--- src/hdl/rpn_integer_stack_evaluator_defines.svh ---
// Assertion macros shared by the stack evaluator modules.
`ifndef RPN_INTEGER_STACK_EVALUATOR_DEFINES_SVH
`define RPN_INTEGER_STACK_EVALUATOR_DEFINES_SVH

// Same-cycle implication, sampled on clk, off while rst_n is low.
`define RPN_ASSERT_NOW(name, ante, cons, msg) \
  name: assert property (@(posedge clk) disable iff (!rst_n) (ante) |-> (cons)) \
    else $error(msg);

// Next-cycle implication, sampled on clk, off while rst_n is low.
`define RPN_ASSERT_NEXT(name, ante, cons, msg) \
  name: assert property (@(posedge clk) disable iff (!rst_n) (ante) |=> (cons)) \
    else $error(msg);

`endif

--- src/hdl/rpn_pkg.sv ---
// Shared types, codes and defaults for the stack evaluator.
`timescale 1ns / 1ps
package rpn_pkg;

  // Default sizing
  localparam int STACK_DEPTH_DEF = 64;
  localparam int DATA_WIDTH_DEF  = 32;

  // Field widths
  localparam int ACTION_W   = 2;
  localparam int OPERAND_W  = 31;
  localparam int OPCODE_W   = 3;
  localparam int RESULT_W   = 32;
  localparam int STATUS_W   = 2;
  localparam int IN_DATA_W  = 40;
  localparam int OUT_DATA_W = 32;

  // Token kinds
  localparam logic [ACTION_W-1:0] ACT_NUMBER   = 2'd0;
  localparam logic [ACTION_W-1:0] ACT_OPERATOR = 2'd1;
  localparam logic [ACTION_W-1:0] ACT_END      = 2'd2;

  // Operator codes
  localparam logic [OPCODE_W-1:0] OP_ADD = 3'd0;
  localparam logic [OPCODE_W-1:0] OP_SUB = 3'd1;
  localparam logic [OPCODE_W-1:0] OP_MUL = 3'd2;
  localparam logic [OPCODE_W-1:0] OP_DIV = 3'd3;
  localparam logic [OPCODE_W-1:0] OP_REM = 3'd4;

  // End-of-expression status
  localparam logic [STATUS_W-1:0] ST_VALID    = 2'd0;
  localparam logic [STATUS_W-1:0] ST_FEW      = 2'd1;
  localparam logic [STATUS_W-1:0] ST_EMPTY    = 2'd2;
  localparam logic [STATUS_W-1:0] ST_OVERFLOW = 2'd3;

  // Controller to datapath commands
  typedef struct packed {
    logic                push;       // write operand at count, count up
    logic                set_ovf;    // mark overflow and invalid
    logic                set_inv;    // mark invalid
    logic                rd_en;      // read stack
    logic                rd_second;  // read second entry instead of top
    logic                ld_right;   // capture read data as right operand
    logic                ld_left;    // capture read data as left operand
    logic                pop2;       // drop two entries
    logic                alu_init;   // load serial unit
    logic                alu_step;   // one serial iteration
    logic                wr_res;     // write result at count, count up
    logic                end_load;   // load output, clear stack and flags
    logic [OPCODE_W-1:0] op;         // operator in flight
  } cmd_t;

  // Datapath to controller status
  typedef struct packed {
    logic count_lt2;
    logic count_full;
    logic expr_valid;
    logic right_zero;
    logic out_busy;
  } stat_t;

endpackage

--- src/hdl/rpn_ram.sv ---
// Generic single-write, single-read RAM with registered read data.
`timescale 1ns / 1ps
module rpn_ram #(
  parameter int WIDTH = 32,
  parameter int DEPTH = 64
) (
  input  logic                     clk,
  input  logic                     wr_en,
  input  logic [$clog2(DEPTH)-1:0] wr_addr,
  input  logic [WIDTH-1:0]         wr_data,
  input  logic                     rd_en,
  input  logic [$clog2(DEPTH)-1:0] rd_addr,
  output logic [WIDTH-1:0]         rd_data
);

  logic [WIDTH-1:0] mem [DEPTH];

  // Write port
  always_ff @(posedge clk) begin
    if (wr_en) begin
      mem[wr_addr] <= wr_data;
    end
  end

  // Registered read, hold data between reads
  always_ff @(posedge clk) begin
    if (rd_en) begin
      rd_data <= mem[rd_addr];
    end
  end

endmodule

--- src/hdl/rpn_ctrl.sv ---
// Token sequencer: decodes requests and steps the datapath.
`timescale 1ns / 1ps
`include "rpn_integer_stack_evaluator_defines.svh"
module rpn_ctrl
  import rpn_pkg::*;
#(
  parameter int DATA_WIDTH = DATA_WIDTH_DEF
) (
  input  logic                clk,
  input  logic                rst_n,
  input  logic                in_tvalid,
  output logic                in_tready,
  input  logic [ACTION_W-1:0] in_action,
  input  logic [OPCODE_W-1:0] in_code,
  input  stat_t               stat,
  output cmd_t                cmd
);

  localparam int IW = $clog2(DATA_WIDTH);
  localparam logic [IW-1:0] ITER_LAST = IW'(DATA_WIDTH - 1);

  localparam logic [2:0] S_IDLE = 3'd0;
  localparam logic [2:0] S_RDB  = 3'd1;
  localparam logic [2:0] S_RDA  = 3'd2;
  localparam logic [2:0] S_PREP = 3'd3;
  localparam logic [2:0] S_ITER = 3'd4;
  localparam logic [2:0] S_FIX  = 3'd5;
  localparam logic [2:0] S_END  = 3'd6;

  logic [2:0]          state_r, state_nxt;
  logic [IW-1:0]       iter_r, iter_nxt;
  logic [OPCODE_W-1:0] code_r;
  logic                accept;

  assign in_tready = (state_r == S_IDLE);
  assign accept    = in_tvalid && in_tready;

  // Hold the operator of the request in flight
  always_ff @(posedge clk) begin
    if (accept) begin
      code_r <= in_code;
    end
  end

  // Next state and commands
  always_comb begin
    state_nxt = state_r;
    iter_nxt  = iter_r;
    cmd       = '0;
    cmd.op    = code_r;
    case (state_r)
      S_IDLE: begin
        if (in_tvalid) begin
          case (in_action)
            ACT_END: begin
              cmd.rd_en = 1'b1;
              state_nxt = S_END;
            end
            ACT_NUMBER: begin
              if (stat.expr_valid) begin
                cmd.set_ovf = stat.count_full;
                cmd.push    = !stat.count_full;
              end
            end
            ACT_OPERATOR: begin
              if (stat.expr_valid) begin
                if (stat.count_lt2) begin
                  cmd.set_inv = 1'b1;
                end else begin
                  cmd.rd_en = 1'b1;
                  state_nxt = S_RDB;
                end
              end
            end
            default: ;
          endcase
        end
      end
      S_RDB: begin
        cmd.ld_right  = 1'b1;
        cmd.rd_en     = 1'b1;
        cmd.rd_second = 1'b1;
        state_nxt     = S_RDA;
      end
      S_RDA: begin
        cmd.ld_left = 1'b1;
        cmd.pop2    = 1'b1;
        state_nxt   = S_PREP;
      end
      S_PREP: begin
        state_nxt = S_IDLE;
        case (code_r)
          OP_ADD, OP_SUB: begin
            cmd.wr_res = 1'b1;
          end
          OP_MUL: begin
            cmd.alu_init = 1'b1;
            iter_nxt     = '0;
            state_nxt    = S_ITER;
          end
          OP_DIV, OP_REM: begin
            if (!stat.right_zero) begin
              cmd.alu_init = 1'b1;
              iter_nxt     = '0;
              state_nxt    = S_ITER;
            end
          end
          default: ;
        endcase
      end
      S_ITER: begin
        cmd.alu_step = 1'b1;
        if (iter_r == ITER_LAST) begin
          iter_nxt  = '0;
          state_nxt = S_FIX;
        end else begin
          iter_nxt = iter_r + IW'(1);
        end
      end
      S_FIX: begin
        cmd.wr_res = 1'b1;
        state_nxt  = S_IDLE;
      end
      S_END: begin
        if (!stat.out_busy) begin
          cmd.end_load = 1'b1;
          state_nxt    = S_IDLE;
        end
      end
      default: begin
        state_nxt = S_IDLE;
      end
    endcase
  end

  // State registers
  always_ff @(posedge clk) begin
    if (!rst_n) begin
      state_r <= S_IDLE;
      iter_r  <= '0;
    end else begin
      state_r <= state_nxt;
      iter_r  <= iter_nxt;
    end
  end

  // Stack writes and the end load never coincide
  `RPN_ASSERT_NOW(a_one_write, 1'b1, $onehot0({cmd.push, cmd.wr_res, cmd.end_load}), "write clash")
  // Iteration count runs only inside the serial loop
  `RPN_ASSERT_NOW(a_iter_idle, iter_r != '0, state_r == S_ITER, "stray iteration count")
  // A finished serial run always writes its result next
  `RPN_ASSERT_NEXT(a_iter_done, state_r == S_ITER && iter_r == ITER_LAST, cmd.wr_res, "no result write")

endmodule

--- src/hdl/rpn_dpath.sv ---
// Stack datapath: operand store, count and flags, serial multiply/divide, output register.
`timescale 1ns / 1ps
`include "rpn_integer_stack_evaluator_defines.svh"
module rpn_dpath
  import rpn_pkg::*;
#(
  parameter int STACK_DEPTH = STACK_DEPTH_DEF,
  parameter int DATA_WIDTH  = DATA_WIDTH_DEF
) (
  input  logic                 clk,
  input  logic                 rst_n,
  input  cmd_t                 cmd,
  output stat_t                stat,
  input  logic [OPERAND_W-1:0] operand_value,
  output logic                 out_valid,
  input  logic                 out_ready,
  output logic [RESULT_W-1:0]  result_value,
  output logic [STATUS_W-1:0]  status
);

  localparam int AW = $clog2(STACK_DEPTH);
  localparam int CW = $clog2(STACK_DEPTH + 1);
  localparam int W  = DATA_WIDTH;

  logic [CW-1:0]       count_r, count_nxt;
  logic                valid_r, valid_nxt;
  logic                ovf_r, ovf_nxt;
  logic [W-1:0]        left_r, right_r;
  logic [W-1:0]        acc_r, acc_nxt;
  logic [W-1:0]        quo_r, quo_nxt;
  logic [W-1:0]        dv_r, dv_nxt;
  logic [W:0]          trial;
  logic [W-1:0]        res;
  logic [W-1:0]        rd_data;
  logic [AW-1:0]       rd_addr;
  logic [W-1:0]        wr_data;
  logic                left_neg, right_neg;
  logic                out_valid_r;
  logic [RESULT_W-1:0] out_data_r;
  logic [STATUS_W-1:0] out_status_r;

  // Operand store
  assign rd_addr = cmd.rd_second ? AW'(count_r - CW'(2)) : AW'(count_r - CW'(1));
  assign wr_data = cmd.push ? W'(operand_value) : res;

  rpn_ram #(
    .WIDTH (W),
    .DEPTH (STACK_DEPTH)
  ) u_stack (
    .clk     (clk),
    .wr_en   (cmd.push || cmd.wr_res),
    .wr_addr (AW'(count_r)),
    .wr_data (wr_data),
    .rd_en   (cmd.rd_en),
    .rd_addr (rd_addr),
    .rd_data (rd_data)
  );

  // Capture operands
  always_ff @(posedge clk) begin
    if (cmd.ld_right) begin
      right_r <= rd_data;
    end
    if (cmd.ld_left) begin
      left_r <= rd_data;
    end
  end

  assign left_neg  = left_r[W-1];
  assign right_neg = right_r[W-1];

  // Serial unit: shift-add multiply, or restoring divide on magnitudes
  always_comb begin
    acc_nxt = acc_r;
    quo_nxt = quo_r;
    dv_nxt  = dv_r;
    trial   = {acc_r, quo_r[W-1]} - {1'b0, dv_r};
    if (cmd.alu_init) begin
      acc_nxt = '0;
      if (cmd.op == OP_MUL) begin
        quo_nxt = left_r;
        dv_nxt  = right_r;
      end else begin
        quo_nxt = left_neg ? W'(0) - left_r : left_r;
        dv_nxt  = right_neg ? W'(0) - right_r : right_r;
      end
    end else if (cmd.alu_step) begin
      if (cmd.op == OP_MUL) begin
        if (dv_r[0]) begin
          acc_nxt = acc_r + quo_r;
        end
        quo_nxt = {quo_r[W-2:0], 1'b0};
        dv_nxt  = {1'b0, dv_r[W-1:1]};
      end else if (!trial[W]) begin
        acc_nxt = trial[W-1:0];
        quo_nxt = {quo_r[W-2:0], 1'b1};
      end else begin
        acc_nxt = {acc_r[W-2:0], quo_r[W-1]};
        quo_nxt = {quo_r[W-2:0], 1'b0};
      end
    end
  end

  always_ff @(posedge clk) begin
    acc_r <= acc_nxt;
    quo_r <= quo_nxt;
    dv_r  <= dv_nxt;
  end

  // Result select with sign fix-up
  always_comb begin
    case (cmd.op)
      OP_ADD:  res = left_r + right_r;
      OP_SUB:  res = left_r - right_r;
      OP_MUL:  res = acc_r;
      OP_DIV:  res = (left_neg != right_neg) ? W'(0) - quo_r : quo_r;
      OP_REM:  res = left_neg ? W'(0) - acc_r : acc_r;
      default: res = '0;
    endcase
  end

  // Count and expression flags
  always_comb begin
    count_nxt = count_r;
    valid_nxt = valid_r;
    ovf_nxt   = ovf_r;
    if (cmd.end_load) begin
      count_nxt = '0;
      valid_nxt = 1'b1;
      ovf_nxt   = 1'b0;
    end else begin
      if (cmd.pop2) begin
        count_nxt = count_r - CW'(2);
      end else if (cmd.push || cmd.wr_res) begin
        count_nxt = count_r + CW'(1);
      end
      if (cmd.set_ovf) begin
        ovf_nxt   = 1'b1;
        valid_nxt = 1'b0;
      end
      if (cmd.set_inv) begin
        valid_nxt = 1'b0;
      end
    end
  end

  always_ff @(posedge clk) begin
    if (!rst_n) begin
      count_r <= '0;
      valid_r <= 1'b1;
      ovf_r   <= 1'b0;
    end else begin
      count_r <= count_nxt;
      valid_r <= valid_nxt;
      ovf_r   <= ovf_nxt;
    end
  end

  // Output register
  always_ff @(posedge clk) begin
    if (!rst_n) begin
      out_valid_r <= 1'b0;
    end else if (cmd.end_load) begin
      out_valid_r <= 1'b1;
    end else if (out_ready) begin
      out_valid_r <= 1'b0;
    end
  end

  always_ff @(posedge clk) begin
    if (cmd.end_load) begin
      out_data_r <= '0;
      if (ovf_r) begin
        out_status_r <= ST_OVERFLOW;
      end else if (!valid_r) begin
        out_status_r <= ST_FEW;
      end else if (count_r == '0) begin
        out_status_r <= ST_EMPTY;
      end else begin
        out_status_r <= ST_VALID;
        out_data_r   <= RESULT_W'(rd_data);
      end
    end
  end

  assign out_valid    = out_valid_r;
  assign result_value = out_data_r;
  assign status       = out_status_r;

  // Status to the controller
  assign stat.count_lt2  = (count_r < CW'(2));
  assign stat.count_full = (count_r == CW'(STACK_DEPTH));
  assign stat.expr_valid = valid_r;
  assign stat.right_zero = (right_r == '0);
  assign stat.out_busy   = out_valid_r && !out_ready;

  // Count never passes the depth
  `RPN_ASSERT_NOW(a_count_range, 1'b1, count_r <= CW'(STACK_DEPTH), "stack count out of range")
  // Overflow always leaves the expression invalid
  `RPN_ASSERT_NOW(a_ovf_inv, ovf_r, !valid_r, "overflow without invalid")
  // End of expression restores a clean stack
  `RPN_ASSERT_NEXT(a_end_clear, cmd.end_load, count_r == '0 && valid_r && !ovf_r && out_valid_r,
                   "stack not cleared")

endmodule

--- src/hdl/rpn_integer_stack_evaluator.sv ---
// Top level of the integer reverse-Polish stack evaluator.
// One request is a token: a number pushes its value, an operator pops two
// operands and pushes the result, an end token returns the top of stack (or
// why the expression failed) and empties the stack. Tokens are taken one at
// a time. A number or an ignored token is handled as it is taken. Add and
// subtract read both operands through the single read port of the stack
// RAM, then write back, and an operator that only drops its operands (a
// zero divisor or an unknown operator) makes the same reads. Multiply,
// divide and remainder also run the one-bit-per-cycle shift-add and
// restoring divide unit before the write back, and an end token waits for
// the output register to be free. A new token is taken while a result still
// waits at the output. The stack needs no clearing pass after reset.
`timescale 1ns / 1ps
module rpn_integer_stack_evaluator
  import rpn_pkg::*;
#(
  parameter int STACK_DEPTH = STACK_DEPTH_DEF,
  parameter int DATA_WIDTH  = DATA_WIDTH_DEF
) (
  input  logic                  clk,
  input  logic                  rst_n,
  input  logic                  in_tvalid,
  output logic                  in_tready,
  input  logic [IN_DATA_W-1:0]  in_tdata,   // operand_value[30:0], operator_code[33:31], zeros
  input  logic [ACTION_W-1:0]   in_tuser,   // action[1:0]
  output logic                  out_tvalid,
  input  logic                  out_tready,
  output logic [OUT_DATA_W-1:0] out_tdata,  // result_value[31:0]
  output logic [STATUS_W-1:0]   out_tuser   // status[1:0]
);

  cmd_t  cmd;
  stat_t stat;

  // Sequencer
  rpn_ctrl #(
    .DATA_WIDTH (DATA_WIDTH)
  ) u_ctrl (
    .clk       (clk),
    .rst_n     (rst_n),
    .in_tvalid (in_tvalid),
    .in_tready (in_tready),
    .in_action (in_tuser),
    .in_code   (in_tdata[OPERAND_W +: OPCODE_W]),
    .stat      (stat),
    .cmd       (cmd)
  );

  // Stack, arithmetic and output register
  rpn_dpath #(
    .STACK_DEPTH (STACK_DEPTH),
    .DATA_WIDTH  (DATA_WIDTH)
  ) u_dpath (
    .clk           (clk),
    .rst_n         (rst_n),
    .cmd           (cmd),
    .stat          (stat),
    .operand_value (in_tdata[OPERAND_W-1:0]),
    .out_valid     (out_tvalid),
    .out_ready     (out_tready),
    .result_value  (out_tdata),
    .status        (out_tuser)
  );

endmodule

--- config.mk ---
export PLATFORM = sky130hd
export DESIGN_NAME = rpn_integer_stack_evaluator
export DESIGN_NICKNAME = d
export VERILOG_FILES = /design/src/hdl/rpn_pkg.sv /design/src/hdl/rpn_ram.sv /design/src/hdl/rpn_ctrl.sv /design/src/hdl/rpn_dpath.sv /design/src/hdl/rpn_integer_stack_evaluator.sv
export VERILOG_INCLUDE_DIRS = /design/src /design/src/hdl
export SDC_FILE = /design/constraint.sdc
export NUM_CORES = 2
export LEC_CHECK = 0
export ABC_CLOCK_PERIOD_IN_PS = 6700
export BUFFER_PORTS_ARGS = -buffer_cell sky130_fd_sc_hd__buf_2
export CORE_MARGIN = 10
export CORE_UTILIZATION = 35
export CTS_CLUSTER_DIAMETER = 120
export DETAILED_ROUTE_END_ITERATION = 8
export PLACE_DENSITY = 0.54
export SLEW_MARGIN = 20
export SYNTH_ARGS = -nofsm -noshare
export SYNTH_HDL_FRONTEND = slang
export SYNTH_SLANG_ARGS = --single-unit
--- constraint.sdc ---
create_clock -name clk -period 6.7 [get_ports clk]
set_input_delay 0.67 -clock clk [delete_from_list [all_inputs] [get_ports clk]]
set_output_delay 0.67 -clock clk [all_outputs]
set_load 0.02 [all_outputs]
==> metrics.yaml <==
max_cap_viol_count: 0
p_switching_w: 0.0222
yosysSeqAreaShare_pct: 70.4
cp_num_buf_inv: 1
p_seq_share_pct: 34.3
p_leak_nw: 36.8
syn_inst: 5520
irDropWorstVdd_mv: 0.465
num_vias: 51800
initial_core_util_pct: 35.1
numCtsBuffers: 236
endpoint_kind: "flop"
grt_start_max_net_pins: 76
top_usage_layer: "met2"
finClkSkew_ns: 0.0842
yosysTopAreaCellShare_pct: 69.4
pwr-share-clk_pct: 21.9
synth_top_area_cell: "edfxtp_1"
final_cell_mix: "edfxtp_1, mux4_2, a21oi_1"
met2_usage_pct: 27.0
tritoncts: "yes"
cpLargestDelayFamily: "simple AND/OR/NAND/NOR gates"
place_inst: 9218
worstRegToRegCells: 17
core_mm2: 0.276
power.density_mw_per_mm2: 523
track_usage_pct: 16.2
nets: 5915
syn_area_per_cell_um2: 17.6
max_stage_delay_ns: 0.61
cp_common_cell: "nand3_1"
hold_path_class: "in2reg"
fill_cells: 24800
overflow: 0
crit_path_cell_trace: "nor3_2 > nand3_1 > or4_1 > nor2_1 > nand3_1 > or4_1 > nor4_1 > nor2b_1 > ha_1 > nand2_1 > o21ai_0 > xnor2_1 > nand3_1 > or3_1 > a31o_2 > a21oi_4 > buf_4"
tightest_slew_ns: 1.14
drt-initial-drc-count: 4568
worstSetupEndpoint: "u_dpath.u_stack.mem[28][31]"
maxSlewHeadroom_pct: 23.5
reg2reg_slack_ns: 0.83
min_period_over_period_pct: 87.6
pwr-share-comb_pct: 43.8
tns_ns: 0
path_class: "reg2reg"
required_ns: 7.26
finalWirelength_mm: 249
ys_async_sr_fraction_pct: 0
die_area_mm2: 0.299
grt_pass1_wl_mm: 365
instances_no_fill: 9673
synth_area_leaders: "edfxtp_1, mux4_2, a21oi_1"
insertion_delay_ns: 0.91
met3_usage_pct: 2.29
status: "finished clean"
hold_ws_ns: 0.129
rsz0062_at_grt: "false"
hpwlAfterDp_mm: 160
ant_nets: 0
switching_share_pct: 38.0
crit_fanout: 64
layout-drive-gt1-share_pct: 21.8
r2r_end: "u_dpath.u_stack.mem[28][31]"
routed_via_density: 5.35
report.final.slew_viol_count: 0
clockBufferDepth: 3
io_pins: 82
cts_max_level: 4
syn_nets: 5680
synth_edf_count: 2245
use_met1_pct: 22.2
port_buffers: 75
synth_cell_types: 80
hold_violations: 0
cp-startpoint: "u_dpath.right_r[4]"
cp-start-kind: "flop"
synth_seq_cells: 2295
cts_sinks: 2295
antenna_found_initial: 9
route.detailed.drc: 0
globalplace.congestion: 0.842
yosysWarnings: 0
ctsResizeCount: 0
drt_first_pass_iters: 5
reg2reg_from: "u_dpath.right_r[4]"
netlist_area_mm2: 0.0972
first_global_vias: 52900
max_freq_ghz: 0.170
cp.depth: 17
p_int_w: 0.0362
setup_viol: 0
die_w_um: 547
min_period_ns: 5.87
dieHeight_um: 547
num_rows: 193
clock-root-buffer: "clkbuf_16"
ys.flop_type: "edfxtp_1"
syn_to_final_growth_pct: 14.9
wl_per_cell_um: 25.7
place_ws_ns: 0.857
cp.arrival_ns: 6.42
critPathSlowestCell: "nor4_1"
setup_ws_ns: 0.832
final_common_cell: "edfxtp_1"
clk_pin_slew_worst_paths_ns: 0.06
## registers in the layout, summed over array words and instances, names as in the netlist
register,flops
u_ctrl.iter_r,5
u_dpath.u_stack.rd_data,32
u_dpath.acc_r,32
u_dpath.status,2
u_dpath.valid_r,1
u_dpath.quo_r,32
u_dpath.u_stack.mem,2048
u_dpath.count_r,7
u_ctrl.code_r,3
u_dpath.left_r,32
u_dpath.dv_r,32
u_dpath.right_r,32
u_dpath.result_value,32
u_dpath.ovf_r,1
u_ctrl.state_r,3
u_dpath.out_valid,1
## final cells by class
type                            count  area, um^2  area share [%]
Clock buffer                      291        6110            5.48
Antenna cell                        2        5.00         0.00448
Inverter                           69         259           0.232
Sequential cell                  2295       68400            61.3
Clock inverter                    158        1480            1.33
Tap cell                         3705        4640            4.15
Multi-Input combinational cell   2860       28300            25.3
Timing Repair Buffer              293        2440            2.19
## synth_stat cells, types with 11 or more instances
library cell,count
or3_1,31
mux4_2,544
nand2_1,236
edfxtp_1,2245
o21ai_0,215
and2_1,42
nand2b_1,33
mux2i_1,140
o21a_1,26
nor3_1,55
buf_1,40
nor2_1,230
ha_1,111
or2_2,14
and3_1,14
a21o_1,55
o31ai_1,17
a22oi_1,26
inv_1,69
xor2_1,87
a211oi_1,153
nand3_1,47
nor4_1,13
xnor2_1,111
a31oi_1,18
o22ai_1,24
a21oi_1,301
buf_2,45
clkbuf_1,208
dfxtp_1,50
or4_1,11
nor2b_1,153
## worst min-delay path by stage
stage	from	to	slack (ns)	cells past startpoint
3_5_place_dp	u_ctrl.iter_r[4]	u_ctrl.iter_r[4]	0.48	2
2_1_floorplan	u_dpath.u_stack.rd_data[0]	u_dpath.left_r[0]	0.44	0
4_1_cts	rst_n	u_ctrl.iter_r[4]	0.04	2
3_3_place_gp	u_ctrl.iter_r[4]	u_ctrl.iter_r[4]	0.47	2
5_1_grt	rst_n	u_ctrl.iter_r[1]	0.09	2
6_report	rst_n	u_ctrl.iter_r[1]	0.13	2
## what timing repair did
item,4_1_cts,5_1_grt
buffers inserted,0,0
hold buffers,3,0
hold endpoints to repair,3,0
setup endpoints to repair,0,0
## cells by family after synthesis
kind of cell               share of synthesized area, %
muxes                                              14.1
buffers and inverters                              1.49
AOI/OAI and AO/OA                                  6.18
and+or+nand+nor                                    4.56
DFF                                                70.4
adders and majority gates                          1.49
xor gates and xnor gates                           1.78
## stage by stage
| stage | utilization, % | total power (W) | area, um^2 |
|---|---|---|---|
| after floorplan | - | 0.0368 | 97200 |
| after global placement | 37.6 | 0.0458 | 104000 |
| after detailed placement | 37.6 | 0.0461 | 104000 |
| after CTS | 40.3 | 0.0589 | 112000 |
| after global routing | 40.4 | 0.0614 | 112000 |
| final | 40.4 | 0.0584 | 112000 |
## per-layer routing
layer | up-vias | wire, um | share of wire [%]
met5 | - | 0 | 0
met4 | 0 | 5930 | 2.4
met3 | 307 | 11900 | 4.8
met2 | 1311 | 122000 | 49
met1 | 27300 | 109000 | 44
li1 | 22800 | - | -
## power groups by stage
stage | logic [W] | registers [W] | clock network, W
floorplan | 0.0167 | 0.0201 | 0
global placement | 0.0255 | 0.0203 | 0
detailed placement | 0.0257 | 0.0203 | 0
CTS | 0.0258 | 0.0200 | 0.0131
global route | 0.0277 | 0.0201 | 0.0137
finish | 0.0256 | 0.0200 | 0.0128
(Power assumes the default switching activity.)
